$ cat config.mk
export PLATFORM = sky130hd
export DESIGN_NAME = ipv4_dotted_text_parser
export DESIGN_NICKNAME = d
export VERILOG_FILES = /design/src/rtl/ipv4p_pkg.sv /design/src/rtl/ipv4_dotted_text_parser.sv /design/src/rtl/ipv4p_front.sv /design/src/rtl/ipv4p_engine.sv
export VERILOG_INCLUDE_DIRS = /design/src /design/src/rtl
export SDC_FILE = /design/constraint.sdc
export NUM_CORES = 1
export LEC_CHECK = 0
export BUFFER_PORTS_ARGS = -buffer_cell sky130_fd_sc_hd__buf_2
export CORE_MARGIN = 4
export CORE_UTILIZATION = 40
export CTS_BUF_LIST = sky130_fd_sc_hd__clkbuf_4
export DETAILED_ROUTE_END_ITERATION = 8
export GPL_TIMING_DRIVEN = 0
export PLACE_DENSITY = 0.57
export SYNTH_ARGS = -nofsm -noshare
export SYNTH_HDL_FRONTEND = slang
export SYNTH_SLANG_ARGS = --single-unit
export TNS_END_PERCENT = 10
$ cat constraint.sdc
create_clock -name i_clk -period 13.2 [get_ports i_clk]
set_input_delay 1.32 -clock i_clk [delete_from_list [all_inputs] [get_ports i_clk]]
set_output_delay 1.32 -clock i_clk [all_outputs]
set_load 0.02 [all_outputs]
$ cat src/rtl/assert_macros.svh
// ----------------------------------------------------------------------------
// assert_macros.svh
// Concurrent assertion helpers, empty under synthesis.
// ----------------------------------------------------------------------------
`ifndef ASSERT_MACROS_SVH
`define ASSERT_MACROS_SVH

`ifndef SYNTHESIS

`define ASSERT_IMPL(lbl, clk, rst_n, ante, cons, msg) \
    lbl: assert property (@(posedge clk) disable iff (!(rst_n)) (ante) |-> (cons)) \
        else $error(msg);

`define ASSERT_NEXT(lbl, clk, rst_n, ante, cons, msg) \
    lbl: assert property (@(posedge clk) disable iff (!(rst_n)) (ante) |=> (cons)) \
        else $error(msg);

`else

`define ASSERT_IMPL(lbl, clk, rst_n, ante, cons, msg)

`define ASSERT_NEXT(lbl, clk, rst_n, ante, cons, msg)

`endif

`endif

$ cat src/rtl/ipv4p_pkg.sv
// ----------------------------------------------------------------------------
// ipv4p_pkg
// Shared types and constants of the dotted IPv4 text parser.
// ----------------------------------------------------------------------------
package ipv4p_pkg;

    localparam int QUEUE_DEPTH = 4;
    localparam int QUEUE_AW    = $clog2(QUEUE_DEPTH);
    localparam int QCNT_W      = $clog2(QUEUE_DEPTH + 1);

    localparam int OUT_DEPTH   = 2;
    localparam int OUT_AW      = $clog2(OUT_DEPTH);
    localparam int OCNT_W      = $clog2(OUT_DEPTH + 1);

    typedef struct packed {
        logic [7:0] char_code;
        logic       last_char;
    } t_in;

    typedef struct packed {
        logic        address_valid;
        logic [31:0] address;
    } t_out;

    typedef enum logic [2:0] {
        CL_DIGIT  = 3'd0,
        CL_HEXLET = 3'd1,
        CL_X      = 3'd2,
        CL_DOT    = 3'd3,
        CL_END    = 3'd4,
        CL_OTHER  = 3'd5
    } t_cls;

    typedef struct packed {
        t_cls       cls;
        logic [3:0] val;
        logic       last;
    } t_item;

    typedef enum logic [3:0] {
        PH_START = 4'b0001,
        PH_ZERO  = 4'b0010,
        PH_NUM   = 4'b0100,
        PH_DONE  = 4'b1000
    } t_phase;

    typedef enum logic [1:0] {
        RX_DEC = 2'd0,
        RX_OCT = 2'd1,
        RX_HEX = 2'd2
    } t_radix;

    typedef struct packed {
        logic       big;
        logic [7:0] val;
    } t_part;

endpackage

$ cat src/rtl/ipv4_dotted_text_parser.sv
// ----------------------------------------------------------------------------
// ipv4_dotted_text_parser: one character request per cycle while not full.
// A result is registered in the result queue when the engine takes the last
// character from the request queue. The accumulator is a shift-add per digit.
// Synchronous active-low reset empties both queues and restarts the parse.
// ----------------------------------------------------------------------------
`include "assert_macros.svh"

module ipv4_dotted_text_parser (
    input  logic            i_clk,
    input  logic            i_rst_n,
    input  logic            push,
    input  ipv4p_pkg::t_in  i_req,
    output logic            full,
    output logic            empty,
    input  logic            pop,
    output ipv4p_pkg::t_out o_res
);

    logic             w_q_valid;
    logic             w_take;
    ipv4p_pkg::t_item w_item;

    ipv4p_front u_front (
        .i_clk   (i_clk),
        .i_rst_n (i_rst_n),
        .push    (push),
        .i_req   (i_req),
        .full    (full),
        .o_valid (w_q_valid),
        .o_item  (w_item),
        .i_take  (w_take)
    );

    ipv4p_engine u_engine (
        .i_clk     (i_clk),
        .i_rst_n   (i_rst_n),
        .i_q_valid (w_q_valid),
        .i_item    (w_item),
        .o_take    (w_take),
        .pop       (pop),
        .empty     (empty),
        .o_res     (o_res)
    );

    `ASSERT_NEXT(a_push_lands, i_clk, i_rst_n, push && !full, w_q_valid, "request lost in queue")
    `ASSERT_IMPL(a_take_valid, i_clk, i_rst_n, !w_q_valid, !w_take, "engine took from empty queue")
    `ASSERT_NEXT(a_no_phantom, i_clk, i_rst_n, empty && !(w_take && w_item.last), empty, "result without last char")
    `ASSERT_IMPL(a_invalid_zero, i_clk, i_rst_n, !empty && !o_res.address_valid, o_res.address == 32'd0, "invalid result carries address")

endmodule

$ cat src/rtl/ipv4p_front.sv
// ----------------------------------------------------------------------------
// ipv4p_front
// Character classifier and request queue feeding the parse engine.
// ----------------------------------------------------------------------------
module ipv4p_front (
    input  logic             i_clk,
    input  logic             i_rst_n,
    input  logic             push,
    input  ipv4p_pkg::t_in   i_req,
    output logic             full,
    output logic             o_valid,
    output ipv4p_pkg::t_item o_item,
    input  logic             i_take
);

    function automatic ipv4p_pkg::t_item classify(input ipv4p_pkg::t_in req);
        ipv4p_pkg::t_item it;
        logic [7:0]       c;
        c       = req.char_code;
        it.last = req.last_char;
        it.val  = c[3:0];
        if (c >= 8'h30 && c <= 8'h39) begin
            it.cls = ipv4p_pkg::CL_DIGIT;
        end else if ((c >= 8'h61 && c <= 8'h66) || (c >= 8'h41 && c <= 8'h46)) begin
            it.cls = ipv4p_pkg::CL_HEXLET;
            it.val = c[3:0] + 4'd9;
        end else if (c == 8'h78 || c == 8'h58) begin
            it.cls = ipv4p_pkg::CL_X;
        end else if (c == 8'h2e) begin
            it.cls = ipv4p_pkg::CL_DOT;
        end else if (c == 8'h00 || c == 8'h20 || (c >= 8'h09 && c <= 8'h0d)) begin
            it.cls = ipv4p_pkg::CL_END;
        end else begin
            it.cls = ipv4p_pkg::CL_OTHER;
        end
        return it;
    endfunction

    ipv4p_pkg::t_item                    r_q [ipv4p_pkg::QUEUE_DEPTH];
    logic [ipv4p_pkg::QUEUE_AW-1:0]      r_wp, n_wp;
    logic [ipv4p_pkg::QUEUE_AW-1:0]      r_rp, n_rp;
    logic [ipv4p_pkg::QCNT_W-1:0]        r_cnt, n_cnt;
    logic                                w_push;
    logic                                w_pop;

    assign full    = (r_cnt == ipv4p_pkg::QCNT_W'(ipv4p_pkg::QUEUE_DEPTH));
    assign o_valid = (r_cnt != '0);
    assign o_item  = r_q[r_rp];
    assign w_push  = push && !full;
    assign w_pop   = i_take && o_valid;

    always_comb begin
        n_wp  = r_wp;
        n_rp  = r_rp;
        n_cnt = r_cnt;
        if (w_push) begin
            n_wp = (r_wp == ipv4p_pkg::QUEUE_AW'(ipv4p_pkg::QUEUE_DEPTH - 1)) ? '0 : r_wp + 1'b1;
        end
        if (w_pop) begin
            n_rp = (r_rp == ipv4p_pkg::QUEUE_AW'(ipv4p_pkg::QUEUE_DEPTH - 1)) ? '0 : r_rp + 1'b1;
        end
        if (w_push && !w_pop) begin
            n_cnt = r_cnt + 1'b1;
        end else if (w_pop && !w_push) begin
            n_cnt = r_cnt - 1'b1;
        end
    end

    always_ff @(posedge i_clk) begin
        if (!i_rst_n) begin
            r_wp  <= '0;
            r_rp  <= '0;
            r_cnt <= '0;
        end else begin
            r_wp  <= n_wp;
            r_rp  <= n_rp;
            r_cnt <= n_cnt;
        end
    end

    always_ff @(posedge i_clk) begin
        if (w_push) begin
            r_q[r_wp] <= classify(i_req);
        end
    end

endmodule

$ cat src/rtl/ipv4p_engine.sv
// ----------------------------------------------------------------------------
// ipv4p_engine
// Parse state machine, number accumulator and result queue.
// ----------------------------------------------------------------------------
module ipv4p_engine (
    input  logic             i_clk,
    input  logic             i_rst_n,
    input  logic             i_q_valid,
    input  ipv4p_pkg::t_item i_item,
    output logic             o_take,
    input  logic             pop,
    output logic             empty,
    output ipv4p_pkg::t_out  o_res
);

    function automatic ipv4p_pkg::t_out assemble(
        input logic [31:0]     v,
        input ipv4p_pkg::t_part p0,
        input ipv4p_pkg::t_part p1,
        input ipv4p_pkg::t_part p2,
        input logic [1:0]      cnt
    );
        ipv4p_pkg::t_out r;
        case (cnt)
            2'd0: begin
                r.address_valid = 1'b1;
                r.address       = v;
            end
            2'd1: begin
                r.address_valid = (v[31:24] == '0) && !p0.big;
                r.address       = {p0.val, v[23:0]};
            end
            2'd2: begin
                r.address_valid = (v[31:16] == '0) && !p0.big && !p1.big;
                r.address       = {p0.val, p1.val, v[15:0]};
            end
            default: begin
                r.address_valid = (v[31:8] == '0) && !p0.big && !p1.big && !p2.big;
                r.address       = {p0.val, p1.val, p2.val, v[7:0]};
            end
        endcase
        if (!r.address_valid) begin
            r.address = '0;
        end
        return r;
    endfunction

    ipv4p_pkg::t_phase r_phase, n_phase;
    ipv4p_pkg::t_radix r_radix, n_radix;
    logic [31:0]       r_num, n_num;
    ipv4p_pkg::t_part  r_parts [3];
    ipv4p_pkg::t_part  n_parts [3];
    logic [1:0]        r_cnt, n_cnt;
    ipv4p_pkg::t_out   r_dec, n_dec;

    ipv4p_pkg::t_out   r_oq [ipv4p_pkg::OUT_DEPTH];
    logic [ipv4p_pkg::OUT_AW-1:0] r_owp, r_orp;
    logic [ipv4p_pkg::OCNT_W-1:0] r_ocnt, n_ocnt;

    ipv4p_pkg::t_radix w_eff_radix;
    logic [31:0]       w_mac;
    logic [31:0]       w_dig;
    logic              w_numchar;
    logic              w_decide;
    ipv4p_pkg::t_out   w_dec_val;
    ipv4p_pkg::t_out   w_asm_cur;
    ipv4p_pkg::t_out   w_res;
    logic              w_emit;
    logic              w_step;
    logic              w_opop;

    assign empty  = (r_ocnt == '0);
    assign o_res  = r_oq[r_orp];
    assign w_opop = pop && !empty;
    assign w_step = i_q_valid &&
                    ((r_ocnt != ipv4p_pkg::OCNT_W'(ipv4p_pkg::OUT_DEPTH)) || w_opop);
    assign o_take = w_step;
    assign w_dig  = {28'd0, i_item.val};

    assign w_eff_radix = (r_phase == ipv4p_pkg::PH_ZERO) ? ipv4p_pkg::RX_OCT : r_radix;

    always_comb begin
        case (w_eff_radix)
            ipv4p_pkg::RX_OCT: w_mac = {r_num[28:0], 3'b000} + w_dig;
            ipv4p_pkg::RX_HEX: w_mac = {r_num[27:0], i_item.val};
            default:           w_mac = {r_num[28:0], 3'b000} + {r_num[30:0], 1'b0} + w_dig;
        endcase
    end

    assign w_asm_cur = assemble(r_num, r_parts[0], r_parts[1], r_parts[2], r_cnt);

    always_comb begin
        n_phase   = r_phase;
        n_radix   = r_radix;
        n_num     = r_num;
        n_parts   = r_parts;
        n_cnt     = r_cnt;
        w_numchar = 1'b0;
        w_decide  = 1'b0;
        w_dec_val = '0;
        case (r_phase)
            ipv4p_pkg::PH_START: begin
                if (i_item.cls != ipv4p_pkg::CL_DIGIT) begin
                    w_decide = 1'b1;
                end else if (i_item.val == 4'd0) begin
                    n_num   = '0;
                    n_radix = ipv4p_pkg::RX_OCT;
                    n_phase = ipv4p_pkg::PH_ZERO;
                end else begin
                    n_num   = w_dig;
                    n_radix = ipv4p_pkg::RX_DEC;
                    n_phase = ipv4p_pkg::PH_NUM;
                end
            end
            ipv4p_pkg::PH_ZERO: begin
                n_phase = ipv4p_pkg::PH_NUM;
                if (i_item.cls == ipv4p_pkg::CL_X) begin
                    n_radix = ipv4p_pkg::RX_HEX;
                end else begin
                    n_radix   = ipv4p_pkg::RX_OCT;
                    w_numchar = 1'b1;
                end
            end
            ipv4p_pkg::PH_NUM: begin
                w_numchar = 1'b1;
            end
            default: begin
            end
        endcase

        if (w_numchar) begin
            case (i_item.cls)
                ipv4p_pkg::CL_DIGIT: begin
                    n_num = w_mac;
                end
                ipv4p_pkg::CL_HEXLET: begin
                    if (w_eff_radix == ipv4p_pkg::RX_HEX) begin
                        n_num = w_mac;
                    end else begin
                        w_decide = 1'b1;
                    end
                end
                ipv4p_pkg::CL_DOT: begin
                    if (r_cnt == 2'd3) begin
                        w_decide = 1'b1;
                    end else begin
                        n_parts[r_cnt] = '{big: (r_num[31:8] != '0), val: r_num[7:0]};
                        n_cnt          = r_cnt + 2'd1;
                        n_phase        = ipv4p_pkg::PH_START;
                    end
                end
                ipv4p_pkg::CL_END: begin
                    w_decide  = 1'b1;
                    w_dec_val = w_asm_cur;
                end
                default: begin
                    w_decide = 1'b1;
                end
            endcase
        end

        n_dec = r_dec;
        if (w_decide) begin
            n_phase = ipv4p_pkg::PH_DONE;
            n_dec   = w_dec_val;
        end

        w_emit = 1'b0;
        w_res  = '0;
        if (i_item.last) begin
            w_emit = 1'b1;
            if (n_phase == ipv4p_pkg::PH_DONE) begin
                w_res = n_dec;
            end else if (n_phase == ipv4p_pkg::PH_ZERO || n_phase == ipv4p_pkg::PH_NUM) begin
                w_res = assemble(n_num, n_parts[0], n_parts[1], n_parts[2], n_cnt);
            end
            n_phase = ipv4p_pkg::PH_START;
            n_radix = ipv4p_pkg::RX_DEC;
            n_num   = '0;
            n_cnt   = '0;
        end

        if (!w_step) begin
            n_phase = r_phase;
            n_radix = r_radix;
            n_num   = r_num;
            n_parts = r_parts;
            n_cnt   = r_cnt;
            n_dec   = r_dec;
            w_emit  = 1'b0;
        end
    end

    always_comb begin
        n_ocnt = r_ocnt;
        if (w_emit && !w_opop) begin
            n_ocnt = r_ocnt + 1'b1;
        end else if (w_opop && !w_emit) begin
            n_ocnt = r_ocnt - 1'b1;
        end
    end

    always_ff @(posedge i_clk) begin
        if (!i_rst_n) begin
            r_phase <= ipv4p_pkg::PH_START;
            r_cnt   <= '0;
            r_ocnt  <= '0;
            r_owp   <= '0;
            r_orp   <= '0;
        end else begin
            r_phase <= n_phase;
            r_cnt   <= n_cnt;
            r_ocnt  <= n_ocnt;
            if (w_emit) begin
                r_owp <= (r_owp == ipv4p_pkg::OUT_AW'(ipv4p_pkg::OUT_DEPTH - 1)) ?
                         '0 : r_owp + 1'b1;
            end
            if (w_opop) begin
                r_orp <= (r_orp == ipv4p_pkg::OUT_AW'(ipv4p_pkg::OUT_DEPTH - 1)) ?
                         '0 : r_orp + 1'b1;
            end
        end
    end

    always_ff @(posedge i_clk) begin
        r_radix <= n_radix;
        r_num   <= n_num;
        r_parts <= n_parts;
        r_dec   <= n_dec;
        if (w_emit) begin
            r_oq[r_owp] <= w_res;
        end
    end

endmodule

==> flow_summary.json, run 1 <==
{
  "status": "complete, no violations",
  "setup_tns_ns": 0,
  "synth_most_common_cell": "edfxtp_1",
  "ys_ff_latch": 212,
  "synth_edf_count": 192,
  "sequentialPowerShare_pct": 28.6,
  "drive_gt1_share_pct": 17.5,
  "synthArstFlopShare_pct": 0,
  "grt.total_usage_pct": 21.6,
  "fin_crit_ns": 5.98,
  "fp.dieH_um": 192,
  "cts-root-buf": "clkbuf_4",
  "ys.flop_type": "edfxtp_1",
  "path_class": "flip-flop to flip-flop",
  "clock.fmax_ghz": 0.167,
  "detailed_place_hpwl_mm": 29.9,
  "whs_ns": 0.501,
  "finalCritPeriodShare_pct": 45.3,
  "hold_viol_final": 0,
  "switching_power_mw": 2.06,
  "grt_start_max_net_pins": 92,
  "clock_sink_count": 212,
  "rsz0062_at_grt": "false",
  "synth_commonest_cells": "192 x edfxtp_1, 144 x nand2_1, 91 x o21ai_0, 89 x nor2_1, 85 x a21oi_1",
  "wire_per_inst_um": 21.1,
  "port_buffers": 46,
  "timing.critical_path.fanout_max": 10,
  "drv_cap": 0,
  "grt_pass1_vias": 10800,
  "path_clk_slew_ns": 0.07,
  "post-synth-top-area-fraction_pct": 42.4,
  "dr.pass1.iters": 6,
  "ios": 48,
  "slew_headroom_pct": 26.1,
  "crit_arrival_ns": 6.50,
  "seq_area_frac_synth_pct": 45.4,
  "fin_skew_ns": 0.0262,
  "cts_tree": "built",
  "remaining_drc_errors": 0,
  "clk_latency_ns": 0.70,
  "p_leak_nw": 5.50,
  "start_util_pct": 40.5,
  "dpl_cell_area_sq_mm": 0.0144,
  "design_area_sq_mm": 0.0152,
  "p_sw_share_pct": 48.5,
  "die_x_um": 192,
  "die-area_sq_mm": 0.0370,
  "comb_power_share_pct": 57.3,
  "synth_nets": 1406,
  "power.density_mw_per_mm2": 280,
  "synth_cells": 1317,
  "cts_buffers": 54,
  "worst_pin_slew_ns": 1.10,
  "critPathCaptureType": "flip-flop",
  "viasPerCell": 5.86,
  "slew_viol_final": 0,
  "htree_levels": 2,
  "num_rows": 67,
  "coreArea_sq_mm": 0.0335,
  "internal_power_mw": 2.19,
  "num_vias": 11200,
  "overflow": 0,
  "postCtsResizedCells": 0,
  "post_cts_buffers": 0,
  "gp_congestion": 0.981,
  "power_frac_clock_pct": 14.1,
  "hold_buffers": 0,
  "syn_area_sq_mm": 0.0136,
  "area_delta_synth_final_pct": 11.7,
  "synth.largest_area_cell": "edfxtp_1",
  "synth_warnings": 0,
  "synth_cell_types": 80,
  "yosys-top-cells-area": "edfxtp_1 42%, ha_1 6.7%, mux2_2 5.1%",
  "synth_area_per_cell_sq_um": 10.3,
  "cts_buffer_depth": 3,
  "ant_nets": 0,
  "finalSetupViolCount": 0,
  "grt_pass1_wl_mm": 61.8,
  "drtIter0Drc": 946,
  "cp.required_ns": 13.72,
  "irDropWorstVdd_v": 0.000170,
  "critPathLaunchType": "flip-flop",
  "hold_path_class": "flip-flop to flip-flop",
  "final_nets": 1510,
  "antenna_found_initial": 1,
  "routed_wl_mm": 40.2
}
==> kinds of logic (layout without fill, tap and decap cells) <==
group	after synthesis	after routing	synth area share, %
xor+xnor	45	45	2.90
mux	101	101	8.82
buf+inv	120	262	3.63
flops	212	212	45.4
fa+ha+maj	76	76	7.16
simple gates	414	414	15.0
compound gates	349	349	17.1
other cells	0	1	0
==> flip-flops by register name (all words and copies together) (netlist names), 2 cells and up, named ones only <==
register,cells
u_engine.r_num,32
u_engine.r_dec,33
u_engine.r_parts,27
u_front.r_q,32
u_engine.r_oq,66
u_front.r_rp,2
u_engine.r_phase,4
u_front.r_cnt,3
u_engine.r_cnt,2
u_engine.r_ocnt,2
u_engine.r_radix,2
u_front.r_wp,2
==> power groups by stage <==
stage | clock [mW] | combinational [mW] | sequential (mW)
after detailed placement | 0 | 2.42 | 1.23
after CTS | 0.615 | 2.43 | 1.21
after global placement | 0 | 2.37 | 1.25
after floorplan | 0 | 1.70 | 1.16
final | 0.598 | 2.44 | 1.22
after global routing | 0.650 | 2.69 | 1.23
==> routing by layer <==
metal	track usage, %	wire length, um
met3	4.52	2980
met4	6.69	1150
met2	35.0	18700
met5	0	0
met1	29.1	17400
==> area by class of cell <==
| class | count | area (sq um) |
|---|---|---|
| clock buffer | 75 | 563 |
| clock inverter | 19 | 161 |
| multi-input combinational | 985 | 6940 |
| sequential | 212 | 6170 |
| tap | 448 | 561 |
| inverter | 28 | 110 |
| timing repair buffer | 48 | 278 |
| fill | 3307 | 18400 |
| buffer | 92 | 388 |
| antenna | 1 | 2.50 |
==> critical path: stages, from the launching register on <==
cell       delay (ns)
dfxtp_1          0.32
buf_6            0.16
mux4_1           0.77
ha_1             0.36
ha_1             0.24
fa_1             0.42
a21o_1           0.23
a221o_1          0.36
a2bb2oi_1        0.39
a2111oi_0        0.25
mux2_2           0.29
a211oi_1         0.11
a21oi_1          0.38
nand4_1          0.14
o41ai_1          0.57
nand3_2          0.34
buf_6            0.26
o21ai_2          0.19
==> stage by stage <==
stage / setup slack, ns / total power, mW / util, % / std cells
finish: 7.22 / 4.25 / 45.3 / 1908
global route: 6.84 / 4.57 / 45.3 / 1908
CTS: 7.16 / 4.26 / 45.2 / 1907
global placement: 6.18 / 3.61 / 42.9 / 1811
detailed placement: 7.21 / 3.64 / 43.1 / 1813
floorplan: 8.17 / 2.86 / - / 1317
==> layout by cell type, fill, tap and decap left out, types with 24 or more instances in the layout <==
cell	instances
clkbuf_1	80
edfxtp_1	192
nor2_1	88
clkbuf_4	75
nor3_1	32
o21ai_0	91
a21oi_1	85
o21ai_2	30
mux2_2	61
ha_1	73
nand2_1	144
mux2i_1	32
inv_1	27
buf_2	49
xnor2_1	24
==> worst paths after layout <==
| path | cells after the start | start | slack, ns | end |
|---|---|---|---|---|
| hold / removal | 2 | u_front.r_rp[1]$_SDFFE_PN0P_ | 0.50 | flip-flop |
| hold reg to reg | 2 | u_front.r_rp[1]$_SDFFE_PN0P_ | 0.50 | flip-flop |
| setup reg to reg | 17 | flip-flop | 7.22 | u_engine.r_oq[1][2]$_DFFE_PP_ |
| setup / recovery | 17 | flip-flop | 7.22 | u_engine.r_oq[1][2]$_DFFE_PP_ |
(Power assumes the default switching activity.)
==> inputs of run 2 (changes only) <==
--- a/config.mk
+++ b/config.mk
@@ -6,13 +6,14 @@
 export SDC_FILE = /design/constraint.sdc
 export NUM_CORES = 1
 export LEC_CHECK = 0
+export ABC_AREA = 1
 export BUFFER_PORTS_ARGS = -buffer_cell sky130_fd_sc_hd__buf_2
 export CORE_MARGIN = 4
 export CORE_UTILIZATION = 40
 export CTS_BUF_LIST = sky130_fd_sc_hd__clkbuf_4
 export DETAILED_ROUTE_END_ITERATION = 8
 export GPL_TIMING_DRIVEN = 0
-export PLACE_DENSITY = 0.57
+export PLACE_DENSITY = 0.56
 export SYNTH_ARGS = -nofsm -noshare
 export SYNTH_HDL_FRONTEND = slang
 export SYNTH_SLANG_ARGS = --single-unit
==> constraint.sdc (replaced) <==
create_clock -name i_clk -period 6 [get_ports i_clk]
set_input_delay 0.6 -clock i_clk [delete_from_list [all_inputs] [get_ports i_clk]]
set_output_delay 0.6 -clock i_clk [all_outputs]
set_load 0.02 [all_outputs]
==> flow_summary.json, run 2 <==
{
  "stdcell_count": 2564,
  "routed_wl_mm": 47.6,
  "postCtsResizedCells": 0,
  "final_nets": 2145,
  "clk_latency_ns": 0.70,
  "synth_area_per_cell_sq_um": 7.62,
  "coreArea_sq_mm": 0.0366,
  "place_inst": 2469,
  "grt.busiest_layer": "met2",
  "p_sw_share_pct": 52.6,
  "synthArstFlopShare_pct": 0,
  "synth_most_common_cell": "nand2_1",
  "die-area_sq_mm": 0.0403,
  "overflow": 0,
  "ys_ff_latch": 212,
  "cts-root-buf": "clkbuf_4",
  "cp.required_ns": 6.47,
  "crit_arrival_ns": 5.52,
  "antenna_found_initial": 2,
  "ys.flop_type": "edfxtp_1",
  "post-synth-top-area-fraction_pct": 38.7,
  "port_buffers": 46,
  "die_x_um": 201,
  "area_delta_synth_final_pct": 10.4,
  "htree_levels": 2,
  "cts_buffers": 53,
  "drv_cap": 0,
  "seq_area_frac_synth_pct": 41.4,
  "hold_path_class": "input pin to flip-flop",
  "synth.largest_area_cell": "edfxtp_1",
  "slew_viol_final": 0,
  "wire_per_inst_um": 18.6,
  "grt.total_usage_pct": 22.8,
  "internal_power_mw": 4.70,
  "fp.dieH_um": 201,
  "power_frac_clock_pct": 11.8,
  "synth_commonest_cells": "589 x nand2_1, 244 x inv_1, 192 x edfxtp_1, 160 x nor2_1, 147 x o21ai_0",
  "detailed_place_hpwl_mm": 36.9,
  "top_regs": "u_engine.r_oq: 66 flops, u_engine.r_dec: 33 flops",
  "slew_headroom_pct": 48.5,
  "largest_register_ffs": 66,
  "worst_pin_slew_ns": 0.769,
  "clock.fmax_ghz": 0.198,
  "irDropWorstVdd_v": 0.000306,
  "grtUsageMet2_pct": 36.0,
  "p_leak_nw": 7.14,
  "status": "complete, no violations",
  "fin_crit_ns": 5.05,
  "timing.critical_path.fanout_max": 10,
  "dr.pass1.iters": 6,
  "drive_gt1_share_pct": 10.8,
  "gp_congestion": 1.02,
  "final_common_cell": "nand2_1",
  "clock_sink_count": 212,
  "num_vias": 13800,
  "synth_warnings": 0,
  "num_rows": 70,
  "cts_tree": "built",
  "cts_buffer_depth": 3,
  "grt_start_max_net_pins": 71,
  "globalRouteMet3Util_pct": 3.67,
  "fin_skew_ns": 0.0343,
  "drtIter0Drc": 1418,
  "path_clk_slew_ns": 0.07,
  "critPathLaunchType": "flip-flop",
  "yosys-top-cells-area": "edfxtp_1 39%, nand2_1 15%, inv_1 6.2%",
  "setup_tns_ns": 0,
  "regMostFlops": "u_engine.r_oq",
  "post_cts_buffers": 0,
  "met1_usage_pct": 32.2,
  "ios": 48,
  "grt_pass1_vias": 12900,
  "comb_power_share_pct": 60.2,
  "remaining_drc_errors": 0,
  "viasPerCell": 5.38,
  "hold_viol_final": 0,
  "synth_edf_count": 192,
  "start_util_pct": 40.6,
  "grt_pass1_wl_mm": 73.5,
  "path_class": "flip-flop to flip-flop",
  "finalSetupViolCount": 0,
  "switching_power_mw": 5.22,
  "syn_area_sq_mm": 0.0149,
  "sequentialPowerShare_pct": 28.0,
  "hold_buffers": 0,
  "whs_ns": 0.124,
  "rsz0062_at_grt": "false",
  "critPathCaptureType": "flip-flop",
  "synth_nets": 2041,
  "ant_nets": 0,
  "synth_cell_types": 54,
  "power.density_mw_per_mm2": 604,
  "final_cell_mix": "589 x nand2_1, 243 x inv_1, 192 x edfxtp_1, 158 x nor2_1, 147 x o21ai_0",
  "finalCritPeriodShare_pct": 84.2,
  "synth_cells": 1952
}
-- run 2: path summary, 6_finish.rpt --
kind / start / endpoint / slack [ns] / cells after the start
worst max-delay path: flip-flop / u_engine.r_oq[0][19]$_DFFE_PP_ / 0.95 / 26
worst min-delay path: i_req[0] / u_front.r_q[1][0]$_DFFE_PP_ / 0.12 / 1
worst max register to register: flip-flop / u_engine.r_oq[0][19]$_DFFE_PP_ / 0.95 / 26
worst min register to register: u_engine.r_orp$_SDFFE_PN0P_ / flip-flop / 0.45 / 1
-- run 2: final cells by class --
cell class              count  area [sq um]
flip-flops and latches    212          6170
fillers                  3807         20200
clock inverters            15          58.8
clock buffers              76           571
well taps                 468           586
repair buffers             49           298
diodes                      4          10.0
plain buffers              60           302
inverters                 256           968
multi-input cells        1424          7460
-- run 2: power groups by stage --
stage	clock network [mW]	logic (mW)	registers, mW
3_3_place_gp	0	5.79	2.84
4_1_cts	1.20	5.94	2.77
5_1_grt	1.28	6.63	2.82
2_1_floorplan	0	4.05	2.66
6_report	1.17	5.97	2.78
3_5_place_dp	0	5.90	2.80
-- run 2: kinds of logic (layout without fill, tap and decap cells) --
logic type | after synthesis | count (layout) | synth area share, %
AO/OA/AOI/OAI | 313 | 313 | 11.4
XOR/XNOR | 8 | 8 | 0.471
adder cells (fa/ha/maj) | 76 | 76 | 6.54
buffers and inverters | 316 | 456 | 8.52
flip-flops | 212 | 212 | 41.4
multiplexers | 34 | 34 | 2.56
other | 0 | 4 | 0
AND/OR/NAND/NOR | 993 | 993 | 29.1
-- run 2: worst max-delay path: stages (launching register included) --
cell and delay, ns:
dfxtp_1 0.33, buf_6 0.15, buf_2 0.23, nand2_1 0.07, nand3_1 0.08, nand2_1 0.25
fa_1 0.57, inv_1 0.07, fa_1 0.47, nand2_1 0.12, nand2_1 0.10, nand3_1 0.12
nand2_1 0.17, nand2_1 0.10, nand2_1 0.16, nand2_1 0.13, nand2_1 0.06, nand2_1 0.06
nand3_1 0.09, nand2_1 0.15, o21ai_0 0.09, a21oi_1 0.32, nand3_1 0.14, nand2_2 0.19
buf_4 0.21, nand4_1 0.10, a21oi_1 0.29
-- run 2: stage by stage --
| stage | area (sq um) | total power [mW] | setup slack, ns | utilization [%] |
|---|---|---|---|---|
| floorplan | 14900 | 6.71 | 2.41 | - |
| detailed placement | 15800 | 8.70 | 1.03 | 43.1 |
| CTS | 16400 | 9.90 | 0.997 | 44.8 |
| finish | 16400 | 9.91 | 0.951 | 44.8 |
| global route | 16400 | 10.7 | 0.584 | 44.8 |
| global placement | 15700 | 8.63 | 1.08 | 42.9 |
-- run 2: routing by layer --
metal	wire length [um]	part of all wire, %	vias up
li1	-	-	6782
met1	21200	45	6400
met2	21500	45	533
met3	3470	7.3	85
met4	1390	2.9	0
met5	0	0	-
==> inputs of run 3 (changes only) <==
--- a/config.mk
+++ b/config.mk
@@ -13,7 +13,7 @@
 export CTS_BUF_LIST = sky130_fd_sc_hd__clkbuf_4
 export DETAILED_ROUTE_END_ITERATION = 8
 export GPL_TIMING_DRIVEN = 0
-export PLACE_DENSITY = 0.56
+export PLACE_DENSITY = 0.58
 export SYNTH_ARGS = -nofsm -noshare
 export SYNTH_HDL_FRONTEND = slang
 export SYNTH_SLANG_ARGS = --single-unit
==> constraint.sdc (replaced) <==
create_clock -name i_clk -period 4.4 [get_ports i_clk]
set_input_delay 0.44 -clock i_clk [delete_from_list [all_inputs] [get_ports i_clk]]
set_output_delay 0.44 -clock i_clk [all_outputs]
set_load 0.02 [all_outputs]
==> flow_summary.json, run 3 (synthesis gave the netlist of run 2 again) <==
{
  "final_nets": 2156,
  "fin_crit_ns": 4.28,
  "dr.pass1.iters": 7,
  "slew_headroom_pct": 44.7,
  "power_mw": 14.0,
  "cts_buffer_depth": 3,
  "final_common_cell": "nand2_1",
  "ios": 48,
  "regArea_sq_mm": 0.00617,
  "path_cells": "inv_1 -> fa_1 -> inv_1 -> ha_1 -> nand3_1 -> nand3_4 -> nand4_1 -> nand3_1 -> nand2_1 -> nand3_1 -> a21oi_1 -> nand3_1 -> nor2_1 -> nand3_2 -> nand2_8 -> buf_8 -> nand4_1 -> a21oi_2",
  "fin_skew_ns": 0.0388,
  "path_delay_family": "simple AND/OR/NAND/NOR gates",
  "cts-root-buf": "clkbuf_4",
  "reg2reg_setup_slack_ns": 0.12,
  "die_x_um": 201,
  "crit_slowest_cell": "fa_1",
  "cp_common_cell": "nand3_1",
  "critPathCaptureType": "flip-flop",
  "viasPerCell": 5.42,
  "grt_pass1_vias": 13400,
  "drtIter0Drc": 1177,
  "worst_pin_slew_ns": 0.829,
  "path_class": "flip-flop to flip-flop",
  "irDropWorstVdd_v": 0.000296,
  "finalCritPeriodShare_pct": 97.3,
  "cts_tree": "built",
  "gp_congestion": 1.00,
  "fp.dieH_um": 201,
  "slew_viol_final": 0,
  "clk_latency_ns": 0.72,
  "top_regs": "u_engine.r_oq: 66 flops, u_engine.r_dec: 33 flops",
  "clock_sink_count": 212,
  "n_fill_cell": 3755,
  "worstHoldStart": "pop",
  "antenna_found_initial": 1,
  "finalSetupViolCount": 0,
  "cts_buffers": 54,
  "hold_depth": 4,
  "port_buffers": 46,
  "post-place-ws_ns": -0.733,
  "die-area_sq_mm": 0.0403,
  "clock.fmax_ghz": 0.234,
  "routed_wl_mm": 49.1,
  "grt_pass1_wl_mm": 75.8,
  "grt.total_usage_pct": 23.6,
  "cp.required_ns": 4.91,
  "power.density_mw_per_mm2": 828,
  "r2r_end": "u_engine.r_oq[0][27]$_DFFE_PP_",
  "timing.critical_path.fanout_max": 10,
  "r2r_cells": 18,
  "multiInputGateArea_sq_mm": 0.00773,
  "coreArea_sq_mm": 0.0366,
  "setup_tns_ns": 0,
  "grt_start_max_net_pins": 58,
  "rr_startpoint": "u_engine.r_num[2]$_SDFFCE_PP0P_",
  "drv_cap": 0,
  "start_util_pct": 40.6,
  "drive_gt1_share_pct": 14.0,
  "hold_path_class": "input pin to flip-flop",
  "wire_per_inst_um": 19.1,
  "min_to": "u_engine.r_orp$_SDFFE_PN0P_",
  "critPathLaunchType": "flip-flop",
  "p_leak_nw": 7.30,
  "remaining_drc_errors": 0,
  "area_delta_synth_final_pct": 13.7,
  "num_vias": 14000,
  "htree_levels": 2,
  "status": "complete, no violations",
  "num_rows": 70,
  "largest_register_ffs": 66,
  "hold_viol_final": 0,
  "cp_num_buf_inv": 3,
  "final_cell_mix": "571 x nand2_1, 243 x inv_1, 192 x edfxtp_1, 155 x nor2_1, 146 x o21ai_0",
  "ant_nets": 0,
  "detailed_place_hpwl_mm": 37.9,
  "stdcell_count": 2578,
  "place_inst": 2469,
  "slowest_delay_ns": 0.60,
  "crit_arrival_ns": 4.79,
  "overflow": 0,
  "path_clk_slew_ns": 0.07,
  "regMostFlops": "u_engine.r_oq",
  "setup_ws_ns": 0.120
}
[run 3: stage by stage]
stage | area (sq um) | util (%) | hold WS [ns]
after floorplan | 14900 | - | 0.426
after global placement | 15700 | 42.9 | 0.438
after CTS | 16600 | 45.4 | 0.104
final | 16900 | 46.2 | 0.143
after detailed placement | 15800 | 43.1 | 0.448
after global routing | 16900 | 46.2 | 0.151
[run 3: what timing repair did]
item                                   4_1_cts  5_1_grt
cloned                                       0        3
pin swaps                                    7       11
setup endpoints to repair                   66       67
endpoints found under the hold margin        4        0
hold buffers                                 1        0
gates resized for setup                     33       54
buffers inserted                             3        5
[run 3: layout make-up]
| type | instances | share of cell area [%] |
|---|---|---|
| clock inverter | 22 | 0.666 |
| sequential | 212 | 36.5 |
| antenna | 1 | 0.0148 |
| clock buffer | 76 | 3.37 |
| multi-input combinational | 1424 | 45.7 |
| timing repair buffer | 61 | 2.57 |
| tap | 468 | 3.46 |
| buffer | 58 | 2.01 |
| inverter | 256 | 5.74 |
[run 3: worst min-delay path, stage by stage]
cell     delay, ns
buf_2         0.10
inv_1         0.06
nor2_1        0.07
a21oi_1       0.13
[run 3: layer usage]
metal	vias to the layer above	wire (um)	GRT usage, %
met4	0	1480	7.18
met5	-	0	0
li1	6800	-	-
met2	543	22300	38.4
met3	96	3660	4.59
met1	6524	21700	32.0
[run 3: worst max path at each step]
stage | slack [ns] | cells past startpoint | startpoint | to
after floorplan | 0.81 | 25 | flip-flop | u_engine.r_oq[0][31]$_DFFE_PP_
after global placement | -0.65 | 26 | flip-flop | u_engine.r_oq[0][21]$_DFFE_PP_
after detailed placement | -0.73 | 26 | flip-flop | u_engine.r_oq[0][21]$_DFFE_PP_
after CTS | 0.01 | 25 | flip-flop | u_engine.r_oq[0][21]$_DFFE_PP_
after global routing | -0.03 | 28 | flip-flop | u_engine.r_oq[0][15]$_DFFE_PP_
final | 0.12 | 18 | u_engine.r_num[2]$_SDFFCE_PP0P_ | u_engine.r_oq[0][27]$_DFFE_PP_
[run 3: report_power, final]
part	total (mW)	internal, mW	switching, mW
Clock	1.69	0.857	0.832
Combinational	8.50	2.55	5.95
Sequential	3.81	3.23	0.584
Total	14.0	6.63	7.37
